===== src/hdl/ffc_pkg.sv =====
`default_nettype none

package ffc_pkg;

	localparam int unsigned MAX_STEPS = 16;
	localparam int unsigned ADDR_W = $clog2(MAX_STEPS);
	localparam int unsigned PTR_W = $clog2(MAX_STEPS + 1);

	typedef logic [PTR_W-1:0] ptr_t;
	typedef logic [ADDR_W-1:0] addr_t;

	localparam ptr_t MAX_PTR = ptr_t'(MAX_STEPS);

	localparam logic [31:0] MS_PER_HOUR = 32'd3600000;
	localparam logic [31:0] MS_PER_SECOND = 32'd1000;

	localparam logic [2:0] KIND_TICK = 3'd0;
	localparam logic [2:0] KIND_LOAD = 3'd1;
	localparam logic [2:0] KIND_FERM = 3'd2;
	localparam logic [2:0] KIND_FILT = 3'd3;
	localparam logic [2:0] KIND_STOP = 3'd4;

	localparam logic [1:0] RUN_IDLE = 2'd0;
	localparam logic [1:0] RUN_FERM = 2'd1;
	localparam logic [1:0] RUN_FILT = 2'd2;

	localparam logic [2:0] CFG_HYSTERESIS = 3'd0;
	localparam logic [2:0] CFG_ALARM_LIMIT = 3'd1;
	localparam logic [2:0] CFG_PUMP_HOLD = 3'd2;
	localparam logic [2:0] CFG_PUMP_RUN = 3'd3;
	localparam logic [2:0] CFG_PUMP_REST = 3'd4;
	localparam logic [2:0] CFG_FILT_SETPOINT = 3'd5;

	typedef enum logic [2:0] {
		MODE_OFF = 3'b001,
		MODE_FERM = 3'b010,
		MODE_FILT = 3'b100
	} mode_t;

	typedef struct packed {
		logic [2:0] kind;
		logic [31:0] now_ms;
		logic signed [11:0] temperature;
		logic [3:0] step_index;
		logic signed [11:0] step_target;
		logic [10:0] step_hold_hours;
		logic [4:0] step_count;
		logic [22:0] run_seconds;
	} in_item_t;

	typedef struct packed {
		logic heater_active;
		logic pump_active;
		logic alarm_latched;
		logic [1:0] run_mode;
		logic [4:0] step_number;
		logic signed [11:0] active_setpoint;
	} out_item_t;

	typedef struct packed {
		logic [8:0] hysteresis;
		logic signed [11:0] alarm_limit;
		logic [31:0] pump_hold_after_heat;
		logic [31:0] pump_run_time;
		logic [31:0] pump_rest_time;
		logic signed [11:0] filtration_setpoint;
	} cfg_t;

	typedef struct packed {
		logic signed [11:0] target;
		logic [10:0] hours;
	} profile_entry_t;

	typedef struct packed {
		logic we;
		addr_t addr;
		profile_entry_t entry;
	} prof_wr_t;

	typedef struct packed {
		profile_entry_t cur;
		logic signed [11:0] next_target;
		logic signed [11:0] first_target;
	} prof_rd_t;

endpackage

`default_nettype wire


===== src/hdl/ffc_ram.sv =====
`default_nettype none

module ffc_ram #(
	parameter int unsigned WIDTH = 8,
	parameter int unsigned DEPTH = 16
) (
	input  wire logic                     clk,
	input  wire logic                     we,
	input  wire logic [$clog2(DEPTH)-1:0] waddr,
	input  wire logic [WIDTH-1:0]         wdata,
	input  wire logic [$clog2(DEPTH)-1:0] raddr_a,
	output logic      [WIDTH-1:0]         rdata_a,
	input  wire logic [$clog2(DEPTH)-1:0] raddr_b,
	output logic      [WIDTH-1:0]         rdata_b
);

	logic [WIDTH-1:0] mem [DEPTH];

	always_ff @(posedge clk) begin
		if (we) begin
			mem[waddr] <= wdata;
		end
		rdata_a <= mem[raddr_a];
		rdata_b <= mem[raddr_b];
	end

endmodule

`default_nettype wire


===== src/hdl/ffc_profile.sv =====
`default_nettype none

module ffc_profile (
	input  wire logic              clk,
	input  wire logic              arst_n,
	input  wire ffc_pkg::prof_wr_t wr,
	input  wire ffc_pkg::addr_t    raddr,
	output ffc_pkg::prof_rd_t      rd
);

	localparam int unsigned ENTRY_W = $bits(ffc_pkg::profile_entry_t);

	ffc_pkg::addr_t raddr_next;
	logic [ENTRY_W-1:0] ram_a;
	logic [ENTRY_W-1:0] ram_b;
	logic byp_a_q;
	logic byp_b_q;
	ffc_pkg::profile_entry_t byp_data_q;
	logic signed [11:0] first_target_q;
	ffc_pkg::profile_entry_t entry_b;

	assign raddr_next = raddr + ffc_pkg::addr_t'(1);

	ffc_ram #(
		.WIDTH (ENTRY_W),
		.DEPTH (ffc_pkg::MAX_STEPS)
	) u_ram (
		.clk     (clk),
		.we      (wr.we),
		.waddr   (wr.addr),
		.wdata   (wr.entry),
		.raddr_a (raddr),
		.rdata_a (ram_a),
		.raddr_b (raddr_next),
		.rdata_b (ram_b)
	);

	// A write to the entry being read in the same cycle is forwarded.
	always_ff @(posedge clk or negedge arst_n) begin
		if (!arst_n) begin
			byp_a_q <= 1'b0;
			byp_b_q <= 1'b0;
		end else begin
			byp_a_q <= wr.we && (wr.addr == raddr);
			byp_b_q <= wr.we && (wr.addr == raddr_next);
		end
	end

	always_ff @(posedge clk) begin
		byp_data_q <= wr.entry;
		if (wr.we && (wr.addr == '0)) begin
			first_target_q <= wr.entry.target;
		end
	end

	assign entry_b = ffc_pkg::profile_entry_t'(ram_b);

	assign rd.cur = byp_a_q ? byp_data_q : ffc_pkg::profile_entry_t'(ram_a);
	assign rd.next_target = byp_b_q ? byp_data_q.target : entry_b.target;
	assign rd.first_target = first_target_q;

endmodule

`default_nettype wire


===== src/hdl/ffc_core.sv =====
`default_nettype none

module ffc_core (
	input  wire logic               clk,
	input  wire logic               arst_n,
	input  wire logic               fire,
	input  wire ffc_pkg::in_item_t  item,
	input  wire ffc_pkg::cfg_t      cfg,
	input  wire ffc_pkg::prof_rd_t  rd,
	output ffc_pkg::prof_wr_t       wr,
	output ffc_pkg::addr_t          raddr,
	output ffc_pkg::out_item_t      result
);

	ffc_pkg::mode_t mode_q, mode_nx;
	ffc_pkg::ptr_t ptr_q, ptr_nx, ptr_d;
	ffc_pkg::ptr_t total_q, total_nx;
	ffc_pkg::ptr_t cnt_sat;
	logic signed [11:0] sp_q, sp_nx;
	logic [31:0] started_q, started_nx;
	logic [31:0] ends_q, ends_nx;
	logic [31:0] cyc_q, cyc_nx;
	logic run_q, run_nx;
	logic [31:0] hea_q, hea_nx;
	logic was_on_q, was_on_nx;
	logic heat_q, heat_nx;
	logic pump_q, pump_nx;
	logic alarm_q, alarm_nx;
	logic stop_c;
	logic safe_c;
	logic [32:0] hold_lim;
	logic [31:0] step_el;
	logic [31:0] cyc_el;
	logic [31:0] ends_calc;
	logic over_temp;

	function automatic logic therm(input logic signed [11:0] t, input logic signed [11:0] sp,
			input logic [8:0] h, input logic cur);
		logic signed [13:0] hx;
		logic signed [13:0] lo;
		logic signed [13:0] hi;
		logic signed [13:0] tx;
		logic res;
		hx = signed'({5'd0, h});
		lo = 14'(sp) - hx;
		hi = 14'(sp) + hx;
		tx = 14'(t);
		res = cur;
		if (tx < lo) begin
			res = 1'b1;
		end else if (tx > hi) begin
			res = 1'b0;
		end
		return res;
	endfunction

	assign hold_lim = 33'(rd.cur.hours) * 33'(ffc_pkg::MS_PER_HOUR);
	assign step_el = item.now_ms - started_q;
	assign cyc_el = item.now_ms - cyc_q;
	assign ends_calc = item.now_ms + 32'(32'(item.run_seconds) * ffc_pkg::MS_PER_SECOND);
	assign over_temp = item.temperature > cfg.alarm_limit;
	assign cnt_sat = (item.step_count > ffc_pkg::MAX_PTR) ? ffc_pkg::MAX_PTR : item.step_count;

	always_comb begin
		mode_nx = mode_q;
		ptr_nx = ptr_q;
		total_nx = total_q;
		sp_nx = sp_q;
		started_nx = started_q;
		ends_nx = ends_q;
		cyc_nx = cyc_q;
		run_nx = run_q;
		hea_nx = hea_q;
		was_on_nx = was_on_q;
		heat_nx = heat_q;
		pump_nx = pump_q;
		alarm_nx = alarm_q;
		stop_c = 1'b0;
		safe_c = 1'b0;
		case (item.kind)
			ffc_pkg::KIND_TICK: begin
				if (mode_q == ffc_pkg::MODE_FERM) begin
					if (ptr_q >= total_q || ptr_q >= ffc_pkg::MAX_PTR) begin
						stop_c = 1'b1;
					end else begin
						sp_nx = rd.cur.target;
						heat_nx = therm(item.temperature, rd.cur.target, cfg.hysteresis, heat_q);
						if (alarm_q) begin
							pump_nx = 1'b1;
						end else if (heat_nx) begin
							pump_nx = 1'b1;
							was_on_nx = 1'b1;
						end else begin
							if (was_on_q) begin
								hea_nx = item.now_ms;
								was_on_nx = 1'b0;
							end
							pump_nx = 32'(item.now_ms - hea_nx) < cfg.pump_hold_after_heat;
						end
						if ({1'b0, step_el} >= hold_lim) begin
							ptr_nx = ptr_q + ffc_pkg::ptr_t'(1);
							if (ptr_nx < total_q && ptr_nx < ffc_pkg::MAX_PTR) begin
								started_nx = item.now_ms;
								sp_nx = rd.next_target;
							end else begin
								stop_c = 1'b1;
							end
						end
						safe_c = 1'b1;
					end
				end else if (mode_q == ffc_pkg::MODE_FILT) begin
					heat_nx = therm(item.temperature, cfg.filtration_setpoint, cfg.hysteresis,
						heat_q);
					if (alarm_q) begin
						pump_nx = 1'b1;
					end else if (run_q) begin
						if (cyc_el >= cfg.pump_run_time) begin
							pump_nx = 1'b0;
							run_nx = 1'b0;
							cyc_nx = item.now_ms;
						end
					end else if (cyc_el >= cfg.pump_rest_time) begin
						pump_nx = 1'b1;
						run_nx = 1'b1;
						cyc_nx = item.now_ms;
					end
					if (item.now_ms >= ends_q) begin
						stop_c = 1'b1;
					end
					safe_c = 1'b1;
				end
			end
			ffc_pkg::KIND_FERM: begin
				if (item.step_count != '0) begin
					mode_nx = ffc_pkg::MODE_FERM;
					total_nx = cnt_sat;
					ptr_nx = '0;
					started_nx = item.now_ms;
					sp_nx = rd.first_target;
					hea_nx = item.now_ms;
					was_on_nx = 1'b0;
				end
			end
			ffc_pkg::KIND_FILT: begin
				mode_nx = ffc_pkg::MODE_FILT;
				ends_nx = ends_calc;
				pump_nx = 1'b1;
				heat_nx = 1'b0;
				cyc_nx = item.now_ms;
				run_nx = 1'b1;
			end
			ffc_pkg::KIND_STOP: begin
				stop_c = 1'b1;
			end
			default: begin
			end
		endcase
		if (stop_c) begin
			mode_nx = ffc_pkg::MODE_OFF;
			heat_nx = 1'b0;
			pump_nx = 1'b0;
			alarm_nx = 1'b0;
			was_on_nx = 1'b0;
		end
		if (safe_c && over_temp) begin
			alarm_nx = 1'b1;
			heat_nx = 1'b0;
			pump_nx = 1'b1;
		end
	end

	always_ff @(posedge clk or negedge arst_n) begin
		if (!arst_n) begin
			mode_q <= ffc_pkg::MODE_OFF;
			ptr_q <= '0;
			total_q <= '0;
			sp_q <= '0;
			started_q <= '0;
			ends_q <= '0;
			cyc_q <= '0;
			run_q <= 1'b0;
			hea_q <= '0;
			was_on_q <= 1'b0;
			heat_q <= 1'b0;
			pump_q <= 1'b0;
			alarm_q <= 1'b0;
		end else if (fire) begin
			mode_q <= mode_nx;
			ptr_q <= ptr_nx;
			total_q <= total_nx;
			sp_q <= sp_nx;
			started_q <= started_nx;
			ends_q <= ends_nx;
			cyc_q <= cyc_nx;
			run_q <= run_nx;
			hea_q <= hea_nx;
			was_on_q <= was_on_nx;
			heat_q <= heat_nx;
			pump_q <= pump_nx;
			alarm_q <= alarm_nx;
		end
	end

	// The profile is read ahead at the step the next item will see.
	assign ptr_d = fire ? ptr_nx : ptr_q;
	assign raddr = ptr_d[ffc_pkg::ADDR_W-1:0];

	assign wr.we = fire && (item.kind == ffc_pkg::KIND_LOAD);
	assign wr.addr = item.step_index;
	assign wr.entry.target = item.step_target;
	assign wr.entry.hours = item.step_hold_hours;

	always_comb begin
		result.heater_active = heat_nx;
		result.pump_active = pump_nx;
		result.alarm_latched = alarm_nx;
		result.step_number = ptr_nx;
		result.active_setpoint = sp_nx;
		case (mode_nx)
			ffc_pkg::MODE_FERM: result.run_mode = ffc_pkg::RUN_FERM;
			ffc_pkg::MODE_FILT: result.run_mode = ffc_pkg::RUN_FILT;
			default: result.run_mode = ffc_pkg::RUN_IDLE;
		endcase
	end

endmodule

`default_nettype wire


===== src/hdl/ferment_filter_temperature_controller.sv =====
`default_nettype none

// Fermentation and filtration temperature controller. Each input item carries a command
// (tick, load profile step, start fermentation, start filtration, stop), a millisecond
// timestamp and a temperature; each item yields exactly one result item with the heater,
// pump and alarm drives, the run mode, the current step and the active setpoint after that
// item. The block takes one item per clock cycle unless the output stalls: the item is
// registered, its whole state update is done in one pass of logic, and the result is
// registered. The one-pass update is what allows this rate; the sixteen-entry profile sits
// in a small RAM whose registered read is aimed at the step the next item will use, with
// writes forwarded. Profile entries must be loaded before a fermentation run reads them.
// Configuration registers must be written through the plain write port while no item is in
// flight; the block itself does not enforce this.
module ferment_filter_temperature_controller (
	input  wire logic                clk,
	input  wire logic                arst_n,
	input  wire logic                in_valid,
	output logic                     in_stall,
	input  wire ffc_pkg::in_item_t   in_item,
	output logic                     out_valid,
	input  wire logic                out_stall,
	output ffc_pkg::out_item_t       out_item,
	input  wire logic                cfg_wen,
	input  wire logic [2:0]          cfg_index,
	input  wire logic [31:0]         cfg_wdata
);

	logic valid_s1;
	ffc_pkg::in_item_t item_s1;
	logic out_valid_q;
	ffc_pkg::out_item_t out_item_q;
	ffc_pkg::cfg_t cfg_q;
	logic fire;
	ffc_pkg::prof_wr_t prof_wr;
	ffc_pkg::prof_rd_t prof_rd;
	ffc_pkg::addr_t prof_raddr;
	ffc_pkg::out_item_t result;

	assign fire = valid_s1 && (!out_valid_q || !out_stall);
	assign in_stall = valid_s1 && !fire;

	always_ff @(posedge clk or negedge arst_n) begin
		if (!arst_n) begin
			valid_s1 <= 1'b0;
		end else if (in_valid && !in_stall) begin
			valid_s1 <= 1'b1;
		end else if (fire) begin
			valid_s1 <= 1'b0;
		end
	end

	always_ff @(posedge clk) begin
		if (in_valid && !in_stall) begin
			item_s1 <= in_item;
		end
	end

	always_ff @(posedge clk or negedge arst_n) begin
		if (!arst_n) begin
			cfg_q.hysteresis <= 9'd5;
			cfg_q.alarm_limit <= 12'sd480;
			cfg_q.pump_hold_after_heat <= 32'd600000;
			cfg_q.pump_run_time <= 32'd60000;
			cfg_q.pump_rest_time <= 32'd180000;
			cfg_q.filtration_setpoint <= 12'sd1216;
		end else if (cfg_wen) begin
			case (cfg_index)
				ffc_pkg::CFG_HYSTERESIS: cfg_q.hysteresis <= cfg_wdata[8:0];
				ffc_pkg::CFG_ALARM_LIMIT: cfg_q.alarm_limit <= signed'(cfg_wdata[11:0]);
				ffc_pkg::CFG_PUMP_HOLD: cfg_q.pump_hold_after_heat <= cfg_wdata;
				ffc_pkg::CFG_PUMP_RUN: cfg_q.pump_run_time <= cfg_wdata;
				ffc_pkg::CFG_PUMP_REST: cfg_q.pump_rest_time <= cfg_wdata;
				ffc_pkg::CFG_FILT_SETPOINT: cfg_q.filtration_setpoint <= signed'(cfg_wdata[11:0]);
				default: begin
				end
			endcase
		end
	end

	ffc_profile u_profile (
		.clk    (clk),
		.arst_n (arst_n),
		.wr     (prof_wr),
		.raddr  (prof_raddr),
		.rd     (prof_rd)
	);

	ffc_core u_core (
		.clk    (clk),
		.arst_n (arst_n),
		.fire   (fire),
		.item   (item_s1),
		.cfg    (cfg_q),
		.rd     (prof_rd),
		.wr     (prof_wr),
		.raddr  (prof_raddr),
		.result (result)
	);

	always_ff @(posedge clk or negedge arst_n) begin
		if (!arst_n) begin
			out_valid_q <= 1'b0;
		end else if (fire) begin
			out_valid_q <= 1'b1;
		end else if (!out_stall) begin
			out_valid_q <= 1'b0;
		end
	end

	always_ff @(posedge clk) begin
		if (fire) begin
			out_item_q <= result;
		end
	end

	assign out_valid = out_valid_q;
	assign out_item = out_item_q;

`ifndef SYNTH
	a_alarm_forces_pump: assert property (@(posedge clk) disable iff (!arst_n)
		out_valid && out_item.alarm_latched |-> out_item.pump_active)
		else $error("Latched alarm without the pump running.");

	a_idle_heater_off: assert property (@(posedge clk) disable iff (!arst_n)
		out_valid && (out_item.run_mode == ffc_pkg::RUN_IDLE) |-> !out_item.heater_active)
		else $error("Heater on while the controller is idle.");

	a_step_in_range: assert property (@(posedge clk) disable iff (!arst_n)
		out_valid |-> (out_item.step_number <= ffc_pkg::MAX_PTR))
		else $error("Step number beyond the profile length.");
`endif

endmodule

`default_nettype wire


===== config.mk =====
export PLATFORM = sky130hd
export DESIGN_NAME = ferment_filter_temperature_controller
export DESIGN_NICKNAME = d
export VERILOG_FILES = /design/src/hdl/ffc_pkg.sv /design/src/hdl/ffc_ram.sv /design/src/hdl/ffc_profile.sv /design/src/hdl/ffc_core.sv /design/src/hdl/ferment_filter_temperature_controller.sv
export SDC_FILE = /design/constraint.sdc
export NUM_CORES = 2
export LEC_CHECK = 0
export BUFFER_PORTS_ARGS = -buffer_cell sky130_fd_sc_hd__buf_2
export CAP_MARGIN = 40
export CORE_MARGIN = 1.5
export CORE_UTILIZATION = 36
export CTS_BUF_LIST = sky130_fd_sc_hd__clkbuf_2 sky130_fd_sc_hd__clkbuf_4 sky130_fd_sc_hd__clkbuf_8
export DETAILED_ROUTE_END_ITERATION = 10
export PLACE_DENSITY_LB_ADDON = 0.12
export SYNTH_ARGS = -nofsm -noshare
export SYNTH_HDL_FRONTEND = slang
export SYNTH_HIERARCHICAL = 1
export SYNTH_SLANG_ARGS = --single-unit

===== constraint.sdc =====
create_clock -name clk -period 9.2 [get_ports clk]
set_input_delay 1.38 -clock clk [delete_from_list [all_inputs] [get_ports clk]]
set_output_delay 1.38 -clock clk [all_outputs]
set_load 0.05 [all_outputs]

==> tab_implementation.tex <==
\begin{tabular}{lr}
\hline
Metric & Value \\
\hline
\multicolumn{2}{l}{\textbf{Setup path}} \\
\quad R2r endpoint & u\_profile/u\_ram/rdata\_a[15] \\
\quad Kind of cell with the highest combined delay on the critical path & adder cells \\
\quad WP data arrival & 9.69 ns \\
\quad Library cell contributing the largest single delay on the critical path & sky130\_fd\_sc\_hd\_\_fa\_2 \\
\quad Critical path buffers and inverters & 7 \\
\quad Most frequent cell on the critical path & sky130\_fd\_sc\_hd\_\_fa\_1 \\
\quad Critical register-to-register path startpoint & u\_profile/byp\_a\_q \\
\quad Register-to-register path setup slack & 0.28 ns \\
\quad Startpoint type of the worst setup path & register \\
\quad Peak fanout along the critical path & 12 \\
\quad Req. time, crit path & 9.97 ns \\
\quad Type of the setup path with the least slack & register to register \\
\quad Endpoint type of the worst setup path & register \\
\quad Number of cells on the worst reg-to-reg path & 37 \\
\quad Max stage delay on crit path & 0.59 ns \\
\multicolumn{2}{l}{\textbf{Timing}} \\
\quad Setup repair after global routing missed its margin & yes \\
\quad Clock period minus final worst setup slack & 8.92 ns \\
\quad Transition time of the tightest slew-check pin & 0.823 ns \\
\quad Worst slew margin & 0.451 \\
\quad Final number of max-transition violations & 0 \\
\quad Max Clock Freq & 112 MHz \\
\quad Count of final setup violators & 0 \\
\quad Portion of the clock cycle consumed by the worst path in the final layout & 0.969 \\
\quad Number of hold-slack violations in the final timing report & 0 \\
\quad Worst Clk Skew & 0.0528 ns \\
\multicolumn{2}{l}{\textbf{Die}} \\
\quad Rows & 140 \\
\quad Die H & 387 um \\
\quad Area of the die & 149,000 um2 \\
\quad Initial standard-cell utilization of the core & 0.363 \\
\quad Top-Level Pins & 166 \\
\quad Area of the core & 146,000 um2 \\
\quad X dimension of the die & 387 um \\
\multicolumn{2}{l}{\textbf{Clocking}} \\
\quad Number of buffers inserted for hold repair after clock tree synthesis & 0 \\
\quad Clock Latency Late Sink & 0.90 ns \\
\quad CTS tree & built \\
\quad CTS clk-pin slew, worst paths & 0.06 ns \\
\quad TritonCTS Buffers & 161 \\
\quad Bufs on Longest Clock Path & 3 \\
\quad Number of clock sinks & 853 \\
\quad Root cell of the clock tree & sky130\_fd\_sc\_hd\_\_clkbuf\_8 \\
\quad H-tree levels & 4 \\
\multicolumn{2}{l}{\textbf{Worst hold path}} \\
\quad Hold crit path type & primary input to async pin \\
\multicolumn{2}{l}{\textbf{Status}} \\
\quad Outcome & finished clean \\
\multicolumn{2}{l}{\textbf{Drt}} \\
\quad Number of violations reported at the end of detailed-routing iteration 0 & 2,074 \\
\quad Detailed Route WL & 149 mm \\
\quad Detailed Routing Iterations Pass 1 & 9 \\
\quad Via Count & 35,300 \\
\quad Post-DR wirelength/cell & 22.1 um \\
\quad Remaining number of nets flagged by the antenna check after routing & 0 \\
\quad Number of remaining DRC errors & 0 \\
\quad Via-per-instance ratio & 5.23 \\
\multicolumn{2}{l}{\textbf{Yosys}} \\
\quad Mean area per synthesized cell & 12.4 um2 \\
\quad Count of synthesis-stage warnings from yosys & 6 \\
\quad Post-Syn Instances & 4,277 \\
\quad Summed instance area of the synthesized netlist & 53,000 um2 \\
\quad Post-synth net total & 5,093 \\
\multicolumn{2}{l}{\textbf{Place}} \\
\quad Routability-driven placement congestion ratio & 0.863 \\
\quad Final HPWL DP & 110 mm \\
\quad PortBufs & 165 \\
\multicolumn{2}{l}{\textbf{Global routing}} \\
\quad Pin count of the biggest net entering global routing & 70 \\
\quad Vias in the first global route & 36,200 \\
\quad Initial antenna violation count & 12 \\
\quad Total track usage & 0.199 \\
\quad Global-route wire length before repair & 225 mm \\
\quad Total grt overflow & 0 \\
\multicolumn{2}{l}{\textbf{Layout}} \\
\quad Filler cell count in the final layout & 13,700 \\
\quad Syn-to-layout area delta & 16.9\% \\
\quad NumNets Final & 5,505 \\
\quad Proportion of layout cells with a drive suffix above 1 & 0.265 \\
\quad Utilization of the core after routing & 0.424 \\
\multicolumn{2}{l}{\textbf{Run}} \\
\quad Number of max-cap violations & 0 \\
\hline
\end{tabular}
## sequential cells by signal, summed over array words and instances (netlist names), 3 cells and up
register	count
u_profile/u_ram/rdata_b	12
u_profile/u_ram/mem	368
u_core/hea_q	32
u_core/started_q	32
u_core/ends_q	32
u_core/mode_q	3
cfg_q	129
u_core/total_q	5
item_s1	102
u_core/sp_q	12
u_profile/first_target_q	12
u_profile/u_ram/rdata_a	23
u_core/ptr_q	5
out_item	22
u_profile/byp_data_q	23
u_core/cyc_q	32
## cell usage in the layout, fill, tap and decap left out, types with 19 or more instances in the layout
cell type,count
sky130_fd_sc_hd__xor2_1,67
sky130_fd_sc_hd__clkinv_2,19
sky130_fd_sc_hd__o21bai_1,31
sky130_fd_sc_hd__a21oi_1,218
sky130_fd_sc_hd__edfxtp_1,504
sky130_fd_sc_hd__buf_12,20
sky130_fd_sc_hd__a22oi_2,37
sky130_fd_sc_hd__buf_4,190
sky130_fd_sc_hd__dfstp_2,34
sky130_fd_sc_hd__a22oi_1,46
sky130_fd_sc_hd__fa_1,150
sky130_fd_sc_hd__mux2i_1,46
sky130_fd_sc_hd__mux4_2,140
sky130_fd_sc_hd__clkinv_1,19
sky130_fd_sc_hd__nor2b_1,27
sky130_fd_sc_hd__clkbuf_8,189
sky130_fd_sc_hd__nand2b_1,31
sky130_fd_sc_hd__nor3_1,49
sky130_fd_sc_hd__nand4_1,39
sky130_fd_sc_hd__nand3_1,49
sky130_fd_sc_hd__mux2_4,39
sky130_fd_sc_hd__ha_1,506
sky130_fd_sc_hd__o21a_1,40
sky130_fd_sc_hd__a211oi_1,22
sky130_fd_sc_hd__mux2_2,219
sky130_fd_sc_hd__dfxtp_1,58
sky130_fd_sc_hd__clkbuf_4,52
sky130_fd_sc_hd__inv_1,429
sky130_fd_sc_hd__o21ai_0,163
sky130_fd_sc_hd__xnor2_1,128
sky130_fd_sc_hd__nor2_1,160
sky130_fd_sc_hd__dfrtp_1,256
sky130_fd_sc_hd__nand2_1,190
sky130_fd_sc_hd__a21o_1,85
sky130_fd_sc_hd__buf_2,164
## timing repair
action	CTS	global route
buffers inserted	6	12
endpoints found under the hold margin	0	0
pin swaps	8	76
cloned	3	6
gates resized for setup	35	107
endpoints found under the setup margin	37	37
## worst register-to-register path: cells and delay by family, from the launching register on
family                   cells  cell delay (ns)
flip-flops                   1             0.42
AO/OA/AOI/OAI               11             1.75
AND/OR/NAND/NOR              7             1.60
buffers and inverters        7             0.65
multiplexers                 4             1.37
XOR/XNOR                     1             0.08
adder cells (fa/ha/maj)      7             2.93
## per-layer routing
| layer | part of all wire | global-route usage | vias to the layer above |
|---|---|---|---|
| met2 | 0.47 | 0.323 | 790 |
| met3 | 0.044 | 0.0304 | 180 |
| li1 | - | - | 16600 |
| met1 | 0.47 | 0.277 | 17800 |
| met4 | 0.017 | 0.0464 | 0 |
| met5 | 0 | 0 | - |
## cell type report
class / instances / area (um2) / area share
multi-input cells: 2826 / 27500 / 0.444
inverters: 444 / 1670 / 0.0270
repair buffers: 403 / 3140 / 0.0508
clock inverters: 62 / 588 / 0.00950
diodes: 3 / 7.51 / 0.000121
well taps: 1917 / 2400 / 0.0387
clock buffers: 241 / 2990 / 0.0483
flip-flops and latches: 853 / 23600 / 0.381
## how the worst max path moves through the flow
stage                                        endpoint               from  slack, ns  cells past startpoint
after detailed placement  u_profile/u_ram/rdata_a[14]  u_profile/byp_a_q      -0.58                     37
final                     u_profile/u_ram/rdata_a[15]  u_profile/byp_a_q       0.28                     37
after global routing      u_profile/u_ram/rdata_a[20]  u_profile/byp_a_q      -0.07                     38
after CTS                 u_profile/u_ram/rdata_a[14]  u_profile/byp_a_q       0.03                     37
after floorplan           u_profile/u_ram/rdata_b[15]  u_profile/byp_a_q      0.006                     38
after global placement    u_profile/u_ram/rdata_b[12]  u_profile/byp_a_q      -0.32                     39
## metrics by stage
step | hold slack (ns) | TNS (ns) | worst slack, ns | instance area, um2 | cells
after floorplan | 0.442 | 0 | 0.00640 | 53000 | 4277
after global placement | 0.465 | -8.96 | -0.323 | 57200 | 6404
after detailed placement | 0.468 | -18.63 | -0.581 | 57300 | 6417
after CTS | 0.419 | 0 | 0.0295 | 61200 | 6729
after global routing | 0.454 | -1.05 | -0.0739 | 61900 | 6747
final | 0.479 | 0 | 0.283 | 61900 | 6749
Power is left out: the tool's default activity adds up to more than one toggle a clock period on the data nets, which glitch-free logic cannot reach.
